File: config.mk
export PLATFORM = sky130hd
export DESIGN_NAME = compacting_arena_allocator
export DESIGN_NICKNAME = d
export VERILOG_FILES = /design/src/rtl/core/cmpa_pkg.sv /design/src/rtl/core/compacting_arena_allocator.sv /design/src/rtl/core/cmpa_apb_regs.sv
export SDC_FILE = /design/constraint.sdc
export NUM_CORES = 1
export LEC_CHECK = 0
export ABC_AREA = 1
export BUFFER_PORTS_ARGS = -buffer_cell sky130_fd_sc_hd__buf_4
export CAP_MARGIN = 20
export CORE_UTILIZATION = 40
export DETAILED_ROUTE_END_ITERATION = 16
export GPL_TIMING_DRIVEN = 0
export PLACE_DENSITY = 0.6
export SLEW_MARGIN = 5
export SYNTH_ARGS = -nofsm -noshare
export SYNTH_HDL_FRONTEND = slang
export SYNTH_HIERARCHICAL = 1
export SYNTH_SLANG_ARGS = --single-unit
File: constraint.sdc
create_clock -name clk_i -period 19.3 [get_ports clk_i]
set_clock_uncertainty 0.2 [all_clocks]
set_input_delay 0.965 -clock clk_i [delete_from_list [all_inputs] [get_ports clk_i]]
set_output_delay 0.965 -clock clk_i [all_outputs]
set_load 0.1 [all_outputs]
File: src/rtl/core/cmpa_pkg.sv
// ----------------------------------------------------------------------------
// cmpa_pkg
// Types and codes shared by the compacting arena allocator RTL.
// ----------------------------------------------------------------------------
package cmpa_pkg;

  localparam int unsigned SlotW = 4;
  localparam int unsigned LenW  = 16;
  localparam int unsigned FmtW  = 4;
  localparam int unsigned PaddrW = 3;
  localparam int unsigned PdataW = 32;

  typedef enum logic [1:0] {
    CmdReserve   = 2'd0,
    CmdRemove    = 2'd1,
    CmdLookup    = 2'd2,
    CmdClearFill = 2'd3
  } cmd_e;

  typedef enum logic [1:0] {
    StatOk       = 2'd0,
    StatRejected = 2'd1,
    StatBadSlot  = 2'd2
  } status_e;

  typedef enum logic [1:0] {
    StIdle  = 2'd0,
    StLook  = 2'd1,
    StSweep = 2'd2
  } state_e;

  // register word index (paddr[2])
  localparam logic RegCapacity = 1'b0;

  typedef struct packed {
    cmd_e              cmd;
    logic [SlotW-1:0]  slot;
    logic [LenW-1:0]   req_length;
    logic [FmtW-1:0]   req_format;
  } req_t;

  typedef struct packed {
    status_e           status;
    logic [LenW-1:0]   block_offset;
    logic [LenW-1:0]   block_length;
    logic [FmtW-1:0]   block_format;
    logic              move_needed;
    logic [LenW-1:0]   move_source;
    logic [LenW-1:0]   move_dest;
    logic [LenW-1:0]   move_length;
    logic [LenW-1:0]   fill_count;
  } rsp_t;

endpackage

File: src/rtl/core/compacting_arena_allocator.sv
// ----------------------------------------------------------------------------
// compacting_arena_allocator
// Slot table over a bottom-up byte arena: reserve, remove with compaction,
// lookup and fill reset. Reports the tail copy a remove leaves behind.
// ----------------------------------------------------------------------------
// Usage:
//   Commands enter on req_i, taken when start is high and busy is low.
//   Each command gives exactly one result beat on result_o, marked by a
//   single-cycle done_o; the receiver cannot stall and must take it.
//   Reserve, lookup, fill reset and a remove of a bad slot finish from the
//   look state; a remove that compacts first runs the offset sweep, which
//   visits one slot per cycle through the offset memory's read port, write
//   port and single subtractor. busy drops in the done_o cycle, so a new
//   command may be taken there; none is taken while one is in progress.
//   arena_capacity is written over the APB port at byte address 0; the user
//   must write it only while busy is low; the block does not enforce this.
//   Reset clears capacity, fill count and all slot valid bits; slot contents
//   need no clearing pass.
// ----------------------------------------------------------------------------
module compacting_arena_allocator import cmpa_pkg::*; #(
  parameter int unsigned SLOTS = 16
) (
  input  logic              clk_i,
  input  logic              rst_ni,
  input  logic              start,
  output logic              busy,
  input  req_t              req_i,
  output logic              done_o,
  output rsp_t              result_o,
  input  logic              psel,
  input  logic              penable,
  input  logic              pwrite,
  input  logic [PaddrW-1:0] paddr,
  input  logic [PdataW-1:0] pwdata,
  output logic [PdataW-1:0] prdata,
  output logic              pready
);

  localparam int unsigned IdxW = (SLOTS > 1) ? $clog2(SLOTS) : 1;

  state_e state_q, state_d;
  req_t   req_q;
  rsp_t   rsp_q, rsp_d;
  logic   rsp_we;
  logic   done_q, done_d;

  logic [LenW-1:0] capacity;
  logic [LenW-1:0] fill_q, fill_d;
  logic [SLOTS-1:0] valid_q;
  logic             valid_set, valid_clr;

  logic [IdxW-1:0] idx_q, idx_d;
  logic [LenW-1:0] roff_q, rlen_q;
  logic            sweep_load;

  // slot memories
  logic [LenW-1:0] off_mem [SLOTS];
  logic [LenW-1:0] len_mem [SLOTS];
  logic [FmtW-1:0] fmt_mem [SLOTS];
  logic [LenW-1:0] off_rd_q, len_rd_q;
  logic [FmtW-1:0] fmt_rd_q;
  logic [IdxW-1:0] raddr;
  logic            off_we, slot_we;
  logic [IdxW-1:0] off_waddr;
  logic [LenW-1:0] off_wdata;

  logic            accept;
  logic [IdxW-1:0] slot_idx;
  logic            in_range;
  logic            usable;
  logic            reserve_bad;
  logic [LenW-1:0] tail;
  logic [LenW-1:0] tail_len;
  logic            shift_hit;

  cmpa_apb_regs u_regs (
    .clk_i      (clk_i),
    .rst_ni     (rst_ni),
    .psel       (psel),
    .penable    (penable),
    .pwrite     (pwrite),
    .paddr      (paddr),
    .pwdata     (pwdata),
    .prdata     (prdata),
    .pready     (pready),
    .capacity_o (capacity)
  );

  assign busy   = (state_q != StIdle);
  assign accept = start && !busy;

  assign slot_idx = IdxW'(req_q.slot);
  assign in_range = ({{(32-SlotW){1'b0}}, req_q.slot} < 32'(SLOTS));
  assign usable   = in_range && valid_q[slot_idx] &&
                    (({1'b0, off_rd_q} + {1'b0, len_rd_q}) <= {1'b0, fill_q});
  assign reserve_bad = (req_q.req_length == '0) || (req_q.req_format == '0) ||
                       !in_range || valid_q[slot_idx] || (fill_q > capacity) ||
                       (req_q.req_length > (capacity - fill_q));
  // usable guarantees offset+length fits below the fill point
  assign tail      = off_rd_q + len_rd_q;
  assign tail_len  = fill_q - tail;
  assign shift_hit = (idx_q != slot_idx) && valid_q[idx_q] && (off_rd_q > roff_q);

  always_comb begin
    state_d    = state_q;
    fill_d     = fill_q;
    idx_d      = idx_q;
    rsp_d      = rsp_q;
    rsp_we     = 1'b0;
    done_d     = 1'b0;
    valid_set  = 1'b0;
    valid_clr  = 1'b0;
    sweep_load = 1'b0;
    raddr      = IdxW'(req_i.slot);
    off_we     = 1'b0;
    slot_we    = 1'b0;
    off_waddr  = slot_idx;
    off_wdata  = fill_q;

    case (state_q)
      StIdle: begin
        if (accept) begin
          state_d = StLook;
        end
      end
      StLook: begin
        rsp_we  = 1'b1;
        rsp_d   = '0;
        state_d = StIdle;
        done_d  = 1'b1;
        case (req_q.cmd)
          CmdReserve: begin
            if (reserve_bad) begin
              rsp_d.status = StatRejected;
            end else begin
              valid_set          = 1'b1;
              off_we             = 1'b1;
              slot_we            = 1'b1;
              rsp_d.block_offset = fill_q;
              fill_d             = fill_q + req_q.req_length;
            end
          end
          CmdRemove: begin
            if (!usable) begin
              valid_clr    = in_range;
              rsp_d.status = StatBadSlot;
            end else begin
              valid_clr  = 1'b1;
              sweep_load = 1'b1;
              fill_d     = fill_q - len_rd_q;
              if (tail_len != '0) begin
                rsp_d.move_needed = 1'b1;
                rsp_d.move_source = tail;
                rsp_d.move_dest   = off_rd_q;
                rsp_d.move_length = tail_len;
              end
              idx_d   = '0;
              raddr   = '0;
              done_d  = 1'b0;
              state_d = StSweep;
            end
          end
          CmdLookup: begin
            if (!usable) begin
              rsp_d.status = StatBadSlot;
            end else begin
              rsp_d.block_offset = off_rd_q;
              rsp_d.block_length = len_rd_q;
              rsp_d.block_format = fmt_rd_q;
            end
          end
          CmdClearFill: begin
            fill_d = '0;
          end
          default: begin
            rsp_d.status = StatRejected;
          end
        endcase
        rsp_d.fill_count = fill_d;
      end
      StSweep: begin
        // offset of slot idx_q is on the read port; fetch the next one meanwhile
        off_we    = shift_hit;
        off_waddr = idx_q;
        off_wdata = off_rd_q - rlen_q;
        raddr     = idx_q + 1'b1;
        idx_d     = idx_q + 1'b1;
        if (idx_q == IdxW'(SLOTS - 1)) begin
          done_d  = 1'b1;
          state_d = StIdle;
        end
      end
      default: begin
        state_d = StIdle;
      end
    endcase
  end

  always_ff @(posedge clk_i or negedge rst_ni) begin
    if (!rst_ni) begin
      state_q <= StIdle;
      fill_q  <= '0;
      valid_q <= '0;
      done_q  <= 1'b0;
      idx_q   <= '0;
    end else begin
      state_q <= state_d;
      fill_q  <= fill_d;
      done_q  <= done_d;
      idx_q   <= idx_d;
      if (valid_set) begin
        valid_q[slot_idx] <= 1'b1;
      end else if (valid_clr) begin
        valid_q[slot_idx] <= 1'b0;
      end
    end
  end

  always_ff @(posedge clk_i) begin
    if (accept) begin
      req_q <= req_i;
    end
    if (rsp_we) begin
      rsp_q <= rsp_d;
    end
    if (sweep_load) begin
      roff_q <= off_rd_q;
      rlen_q <= len_rd_q;
    end
  end

  always_ff @(posedge clk_i) begin
    if (off_we) begin
      off_mem[off_waddr] <= off_wdata;
    end
    if (slot_we) begin
      len_mem[slot_idx] <= req_q.req_length;
      fmt_mem[slot_idx] <= req_q.req_format;
    end
    off_rd_q <= off_mem[raddr];
    len_rd_q <= len_mem[raddr];
    fmt_rd_q <= fmt_mem[raddr];
  end

  assign done_o   = done_q;
  assign result_o = rsp_q;

  a_accept_busy: assert property (@(posedge clk_i) disable iff (!rst_ni)
    accept |=> busy) else $error("accepted command did not raise busy");

  a_done_single: assert property (@(posedge clk_i) disable iff (!rst_ni)
    done_o |=> !done_o) else $error("result strobe longer than one beat");

  a_move_ok: assert property (@(posedge clk_i) disable iff (!rst_ni)
    done_o && result_o.move_needed |-> result_o.status == StatOk &&
      result_o.move_length != '0) else $error("move reported on failed remove");

  a_no_move: assert property (@(posedge clk_i) disable iff (!rst_ni)
    done_o && !result_o.move_needed |-> result_o.move_length == '0 &&
      result_o.move_source == '0 && result_o.move_dest == '0)
    else $error("move fields set without move");

  a_sweep_idle_fill: assert property (@(posedge clk_i) disable iff (!rst_ni)
    state_q == StSweep && state_d == StSweep |=> $stable(fill_q))
    else $error("fill count changed during sweep");

endmodule

File: src/rtl/core/cmpa_apb_regs.sv
// ----------------------------------------------------------------------------
// cmpa_apb_regs
// APB register slave holding the arena capacity.
// ----------------------------------------------------------------------------
module cmpa_apb_regs import cmpa_pkg::*; (
  input  logic              clk_i,
  input  logic              rst_ni,
  input  logic              psel,
  input  logic              penable,
  input  logic              pwrite,
  input  logic [PaddrW-1:0] paddr,
  input  logic [PdataW-1:0] pwdata,
  output logic [PdataW-1:0] prdata,
  output logic              pready,
  output logic [LenW-1:0]   capacity_o
);

  logic [LenW-1:0] cap_q, cap_d;
  logic            wr_en;

  assign pready = 1'b1;
  assign wr_en  = psel && penable && pwrite && (paddr[2] == RegCapacity);

  always_comb begin
    cap_d = cap_q;
    if (wr_en) begin
      cap_d = pwdata[LenW-1:0];
    end
  end

  always_ff @(posedge clk_i or negedge rst_ni) begin
    if (!rst_ni) begin
      cap_q <= '0;
    end else begin
      cap_q <= cap_d;
    end
  end

  always_comb begin
    prdata = '0;
    if (paddr[2] == RegCapacity) begin
      prdata = {{(PdataW-LenW){1'b0}}, cap_q};
    end
  end

  assign capacity_o = cap_q;

endmodule
==> results of run 1 <==
[where the power goes]
group | switching, mW | leakage [nW] | internal (mW)
Sequential | 0.254 | 7.79 | 2.30
Clock | 0.729 | 1.45 | 1.02
Combinational | 3.21 | 10.8 | 1.19
[routing by layer]
| layer | global-route usage | up-vias |
|---|---|---|
| met5 | 0 | - |
| met4 | 0.0837 | 0 |
| met3 | 0.0461 | 228 |
| met2 | 0.389 | 1450 |
| met1 | 0.362 | 14879 |
| li1 | - | 14197 |
[through the flow]
step,instance area [um2],cells,hold WS [ns],power (mW),utilization
after global routing,46700,5696,0.231,9.14,0.472
after floorplan,40100,4040,0.234,5.41,-
final,46700,5699,0.193,8.71,0.472
after CTS,46700,5695,0.193,8.65,0.472
after detailed placement,43700,5531,0.283,6.90,0.442
after global placement,43000,5495,0.275,6.84,0.435
[path summary, 6_finish.rpt]
check / startpoint / slack [ns] / end
min in group clk_i: req_i[3] / 0.27 / req_q[3]
setup reg to reg: fill_q[1] / 11.27 / off_mem[7][8]
hold reg to reg: off_rd_q[0] / 0.30 / roff_q[0]
setup / recovery: fill_q[1] / 11.27 / off_mem[7][8]
max in group asynchronous: rst_ni / 18.16 / asynchronous set/reset pin
hold / removal: rst_ni / 0.19 / fill_q[13]
[flip-flops by register name, indices dropped and copies added, names as in the netlist, named ones only]
name               cells
req_q                 22
fmt_mem               64
fill_q                16
slot_idx               4
done_o                 1
rlen_q                16
u_regs/capacity_o     16
len_mem              256
state_q                2
fmt_rd_q               4
off_mem              256
roff_q                16
idx_q                  4
result_o             103
len_rd_q              16
off_rd_q              16
[cells by family (layout without fill, tap and decap cells)]
family | Yosys count | count (layout) | synth area share
and+or+nand+nor | 1902 | 1902 | 0.206
DFF | 828 | 828 | 0.605
buffers and inverters | 736 | 1105 | 0.0769
AOI/OAI and AO/OA | 326 | 326 | 0.0466
adders and majority gates | 154 | 154 | 0.0492
xor gates and xnor gates | 77 | 77 | 0.0168
other | 2 | 20 | 0.000187
[cells in the mapped netlist, drive strengths merged, types with 27 or more instances]
cell / number / share of area
nand2: 943 / 0.089
inv: 538 / 0.050
ha: 148 / 0.046
dfrtp: 55 / 0.034
xnor2: 27 / 0.0059
edfxtp: 737 / 0.55
dfxtp: 36 / 0.018
nand3: 724 / 0.091
o21ai: 116 / 0.015
a21oi: 122 / 0.016
nor2: 179 / 0.017
clkbuf: 76 / 0.0071
buf: 121 / 0.019
xor2: 50 / 0.011
[area by class of cell]
class / instances / share of cell area
antenna: 3 / 0.000161
buffer: 197 / 0.0226
clock buffer: 104 / 0.0498
clock inverter: 60 / 0.0138
inverter: 539 / 0.0433
multi-input combinational: 2476 / 0.279
sequential: 828 / 0.519
tap: 1287 / 0.0345
timing repair buffer: 205 / 0.0376
[worst register-to-register path, delay by kind of cell (launching register included)]
family | cells | cell delay, ns
xor gates and xnor gates | 1 | 0.10
adders and majority gates | 2 | 0.74
AOI/OAI and AO/OA | 6 | 2.06
and+or+nand+nor | 13 | 3.07
buffers and inverters | 2 | 0.78
DFF | 1 | 0.79
==> summary.txt, run 1 <==
Most common cell after layout, fill and taps aside - nand2_1
First-pass GRT wire length - 189000 um
#FFs+latches synth - 828
Slew Viols, Final - 0
Clock Path Buffers - 3
Clk sink count - 828
Synth Instances - 4025
Final Hold Fails - 0
Antenna Nets Post-Route - 0
Critical path's top delay family - simple AND/OR/NAND/NOR gates
Remaining DRCs - 0
Register area share after synthesis - 0.605
Setup ws final - 11.27 ns
Setup WS pre-CTS - 11.43 ns
DRT iter0 DRCs - 3503
Core area - 0.0989 mm2
Reg2reg path depth - 24
Number of global-route vias before repair - 29210
Main synth FF type - edfxtp_1
Setup_tns - 0 ns
TritonCTS clock tree - done
Die Height - 319 um
Global Route Usage Sum - 0.254
Latest clock arrival within the worst-skew pair - 0.67 ns
F_max - 124 MHz
Drt first pass iters - 5
Run status - finished clean
Relative slew slack - 0.195
# hold bufs at CTS - 0
Buf+Inv Stages, Crit Path - 2
Crit. End Element - flop
Num rows - 115
Synth async-reset ratio - 0.0664
Number of synthesized flops with an enable pin - 737
Highest-count cells in the layout ignoring fill and taps - 938 x nand2_1, 737 x edfxtp_1, 723 x nand3_1, 533 x inv_1, 213 x buf_4
YS warnings - 6
Critical-path top delay cell - dfrtp_1
Mean post-synth cell area - 9.96 um2
PwrDens - 187 mW/mm2
Final setup viols - 0
Top Layer Used - met4
CP required - 19.46 ns
Layout fillers - 9080
CTS-repair resized insts - 0
Final #Nets - 4556
IO Port Bufs - 168
Initial antenna violation count - 5
Vias/cell - 5.40
Hold WC Path Type - in -> async
Number of stages on the worst setup path - 24
Layout cell share with drive strength beyond 1 - 0.115
Crit path top cell by count - nand2_1
VDD IR-drop max - 184 uV
Setup CP Type - reg -> reg
Worst-Margin Slew - 1.21 ns
Final min period - 8.03 ns
Setup Buffers After CTS - 0
Clock slew seen by the registers of the worst setup and hold paths - 0.07 ns
# Max-Cap Violations - 0
Initial cell density of the core - 0.405
DR WL met3 - 12200 um
RSZ-0062 raised after global routing - false
Pleak - 20.0 nW
Mapped Area - 0.0401 mm2
Storage cell area - 0.0242 mm2
Fin crit share - 0.416
Crit-path max FO - 10
IO Count - 205
Metal2 WL - 57500 um
WL met1 - 56200 um
Routability cong. - 0.941
Grt ovf - 0
H-tree Lvls - 3
Total wire length - 130000 um
WP data arrival - 8.19 ns
Multi-input gate area - 0.0130 mm2
Yosys cell types - 56
Number of CTS-inserted buffers - 88
Post-DP HPWL - 92600 um
Area Growth Syn to Fin - 16.5%
Detail-routed net length per standard cell - 22.8 um
CP startpoint kind - flop
Pin count of the biggest net entering global routing - 68
Die ar. - 0.101 mm2
Worst-path cell chain - inv_1 -> ha_1 -> nand3_1 -> and2_1 -> o41ai_1 -> a21oi_1 -> o21bai_1 -> nand2_1 -> nand2_1 -> a21oi_1 -> o21ai_0 -> xor2_1 -> ha_1 -> nand2_1 -> nor4_1 -> nand2_1 -> nand2_1 -> nand2_1 -> nor2_2 -> nand2_1 -> a21oi_1 -> nand3_1 -> nor2_2 -> buf_6
Crit path largest cell delay - 0.79 ns
Routed vias - 30754
Die Wd - 319 um
Root Driver - clkbuf_16
(Power assumes the default switching activity.)
==> run 2, diff against run 1 <==
==> constraint.sdc (replaced) <==
create_clock -name clk_i -period 7.4 [get_ports clk_i]
set_clock_uncertainty 0.2 [all_clocks]
set_input_delay 0.37 -clock clk_i [delete_from_list [all_inputs] [get_ports clk_i]]
set_output_delay 0.37 -clock clk_i [all_outputs]
set_load 0.1 [all_outputs]
==> summary.txt, run 2 (same netlist as run 1, synthesis figures left out) <==
RSZ-0062 raised after global routing - true
Global Route Usage Sum - 0.255
Die Wd - 319 um
Final #Nets - 4625
Initial antenna violation count - 5
Int Power - 11.8 mW
Die Height - 319 um
Number of global-route vias before repair - 29497
Initial cell density of the core - 0.405
Grt ovf - 0
Antenna Nets Post-Route - 0
Pleak - 20.3 nW
Worst-Margin Slew - 1.20 ns
WP data arrival - 7.16 ns
First-pass GRT wire length - 191000 um
Layout cell share with drive strength beyond 1 - 0.116
Fin crit share - 0.955
Setup WS pre-CTS - -0.468 ns
IO Port Bufs - 168
Clock power share - 0.200
VDD IR-drop max - 359 uV
H-tree Lvls - 3
Layout fillers - 9022
Drt first pass iters - 9
Final min period - 7.07 ns
IO Count - 205
Fin util - 0.480
TritonCTS clock tree - done
Clock slew seen by the registers of the worst setup and hold paths - 0.06 ns
Root Driver - clkbuf_16
Net Sw Power - 10.9 mW
Placed Area - 0.0437 mm2
Detail-routed net length per standard cell - 22.7 um
Run status - finished clean
Clk sink count - 828
Combinational power share - 0.507
DRT iter0 DRCs - 3503
Number of CTS-inserted buffers - 88
Most common cell after layout, fill and taps aside - nand2_1
Clock Path Buffers - 3
Pin count of the biggest net entering global routing - 68
Crit path top cell by count - nand2_1
Total wire length - 131000 um
Remaining DRCs - 0
Crit. End Element - flop
Area Growth Syn to Fin - 18.3%
Slew Viols, Final - 0
Routed vias - 31039
Crit-path max FO - 20
Worst-path cell chain - inv_1 -> ha_1 -> nand2_1 -> inv_1 -> a221oi_1 -> o41ai_2 -> a21oi_1 -> o21bai_1 -> nand2_1 -> nand2_1 -> a21oi_1 -> o21ai_0 -> xor2_1 -> ha_1 -> nand2_1 -> nor4_1 -> nand2_1 -> nand2_1 -> nand2_1 -> nor2_2 -> nand2_1 -> clkbuf_1 -> nor2_4
Latest clock arrival within the worst-skew pair - 0.66 ns
PwrDens - 480 mW/mm2
CP startpoint kind - flop
Setup CP Type - reg -> reg
Sequential group share of total power - 0.293
Die ar. - 0.101 mm2
Vias/cell - 5.38
Sw Ratio - 0.481
Relative slew slack - 0.199
Hold WC Path Type - in -> reg
Setup ws final - 0.330 ns
Final Hold Fails - 0
Highest-count cells in the layout ignoring fill and taps - 938 x nand2_1, 737 x edfxtp_1, 723 x nand3_1, 531 x inv_1, 217 x buf_4
Final setup viols - 0
F_max - 141 MHz
Crit path largest cell delay - 0.88 ns
# Max-Cap Violations - 0
Critical-path top delay cell - nor2_4
Fin Hold WS - 0.0416 ns
Routability cong. - 0.941
CP required - 7.49 ns
Core area - 0.0989 mm2
Num rows - 115
Post-DP HPWL - 92600 um
Fin area - 0.0474 mm2
==> run 2: path summary, 6_finish.rpt <==
check                           cells past startpoint  slack [ns]        start                   end
worst max-delay path                               23        0.33    fill_q[5]        len_mem[4][15]
worst min-delay path                                5        0.04     paddr[2]  u_regs/capacity_o[6]
worst max register to register                     23        0.33    fill_q[5]        len_mem[4][15]
worst min register to register                      0        0.30  off_rd_q[0]             roff_q[0]
max in group asynchronous                           2        6.28       rst_ni             fill_q[6]
min in group asynchronous                           2        0.15       rst_ni            fill_q[13]
==> run 2: through the flow <==
step           total power [mW]  instances  TNS, ns
2_1_floorplan              14.1       4040        0
3_3_place_gp               17.8       5495  -640.50
3_5_place_dp               18.0       5531   -31.36
4_1_cts                    22.6       5760   -0.601
5_1_grt                    23.9       5765   -0.169
6_report                   22.8       5768        0
==> run 2: cell type report <==
| cell class | count | area (um2) | share of cell area |
|---|---|---|---|
| buffer | 197 | 1060 | 0.0223 |
| multi-input combinational | 2476 | 13100 | 0.276 |
| sequential | 828 | 24200 | 0.511 |
| antenna | 3 | 7.51 | 0.000158 |
| inverter | 539 | 2030 | 0.0428 |
| clock buffer | 104 | 2320 | 0.0490 |
| timing repair buffer | 274 | 2440 | 0.0514 |
| tap | 1287 | 1610 | 0.0340 |
| clock inverter | 60 | 644 | 0.0136 |
==> run 2: power groups by stage <==
stage	Combinational [mW]	Sequential, mW	Clock, mW
5_1_grt	12.4	6.70	4.77
3_3_place_gp	11.0	6.81	0
2_1_floorplan	6.27	7.85	0
3_5_place_dp	11.2	6.75	0
4_1_cts	11.3	6.66	4.60
6_report	11.5	6.67	4.56
==> run 2: what timing repair did <==
action                                 in CTS  in global routing
hold buffers                               65                  0
endpoints found under the hold margin      99                  0
setup endpoints to repair                 229                518
resized for setup                           2                  9
gates cloned                                0                  0
buffers inserted                            0                  4
==> run 2: worst max-delay path, delay by kind of cell, from the launching register on <==
kind | cells | cell delay (ns)
xor gates and xnor gates | 1 | 0.16
and+or+nand+nor | 11 | 2.62
DFF | 1 | 0.76
AOI/OAI and AO/OA | 6 | 1.08
buffers and inverters | 3 | 1.09
adders and majority gates | 2 | 0.77
==> run 2: per-layer routing <==
| metal | part of all wire | wire [um] | vias up | track usage |
|---|---|---|---|---|
| li1 | - | - | 14339 | - |
| met1 | 0.43 | 56300 | 14990 | 0.363 |
| met2 | 0.44 | 57800 | 1463 | 0.393 |
| met3 | 0.094 | 12300 | 247 | 0.0466 |
| met4 | 0.035 | 4610 | 0 | 0.0837 |
| met5 | 0 | 0 | - | 0 |
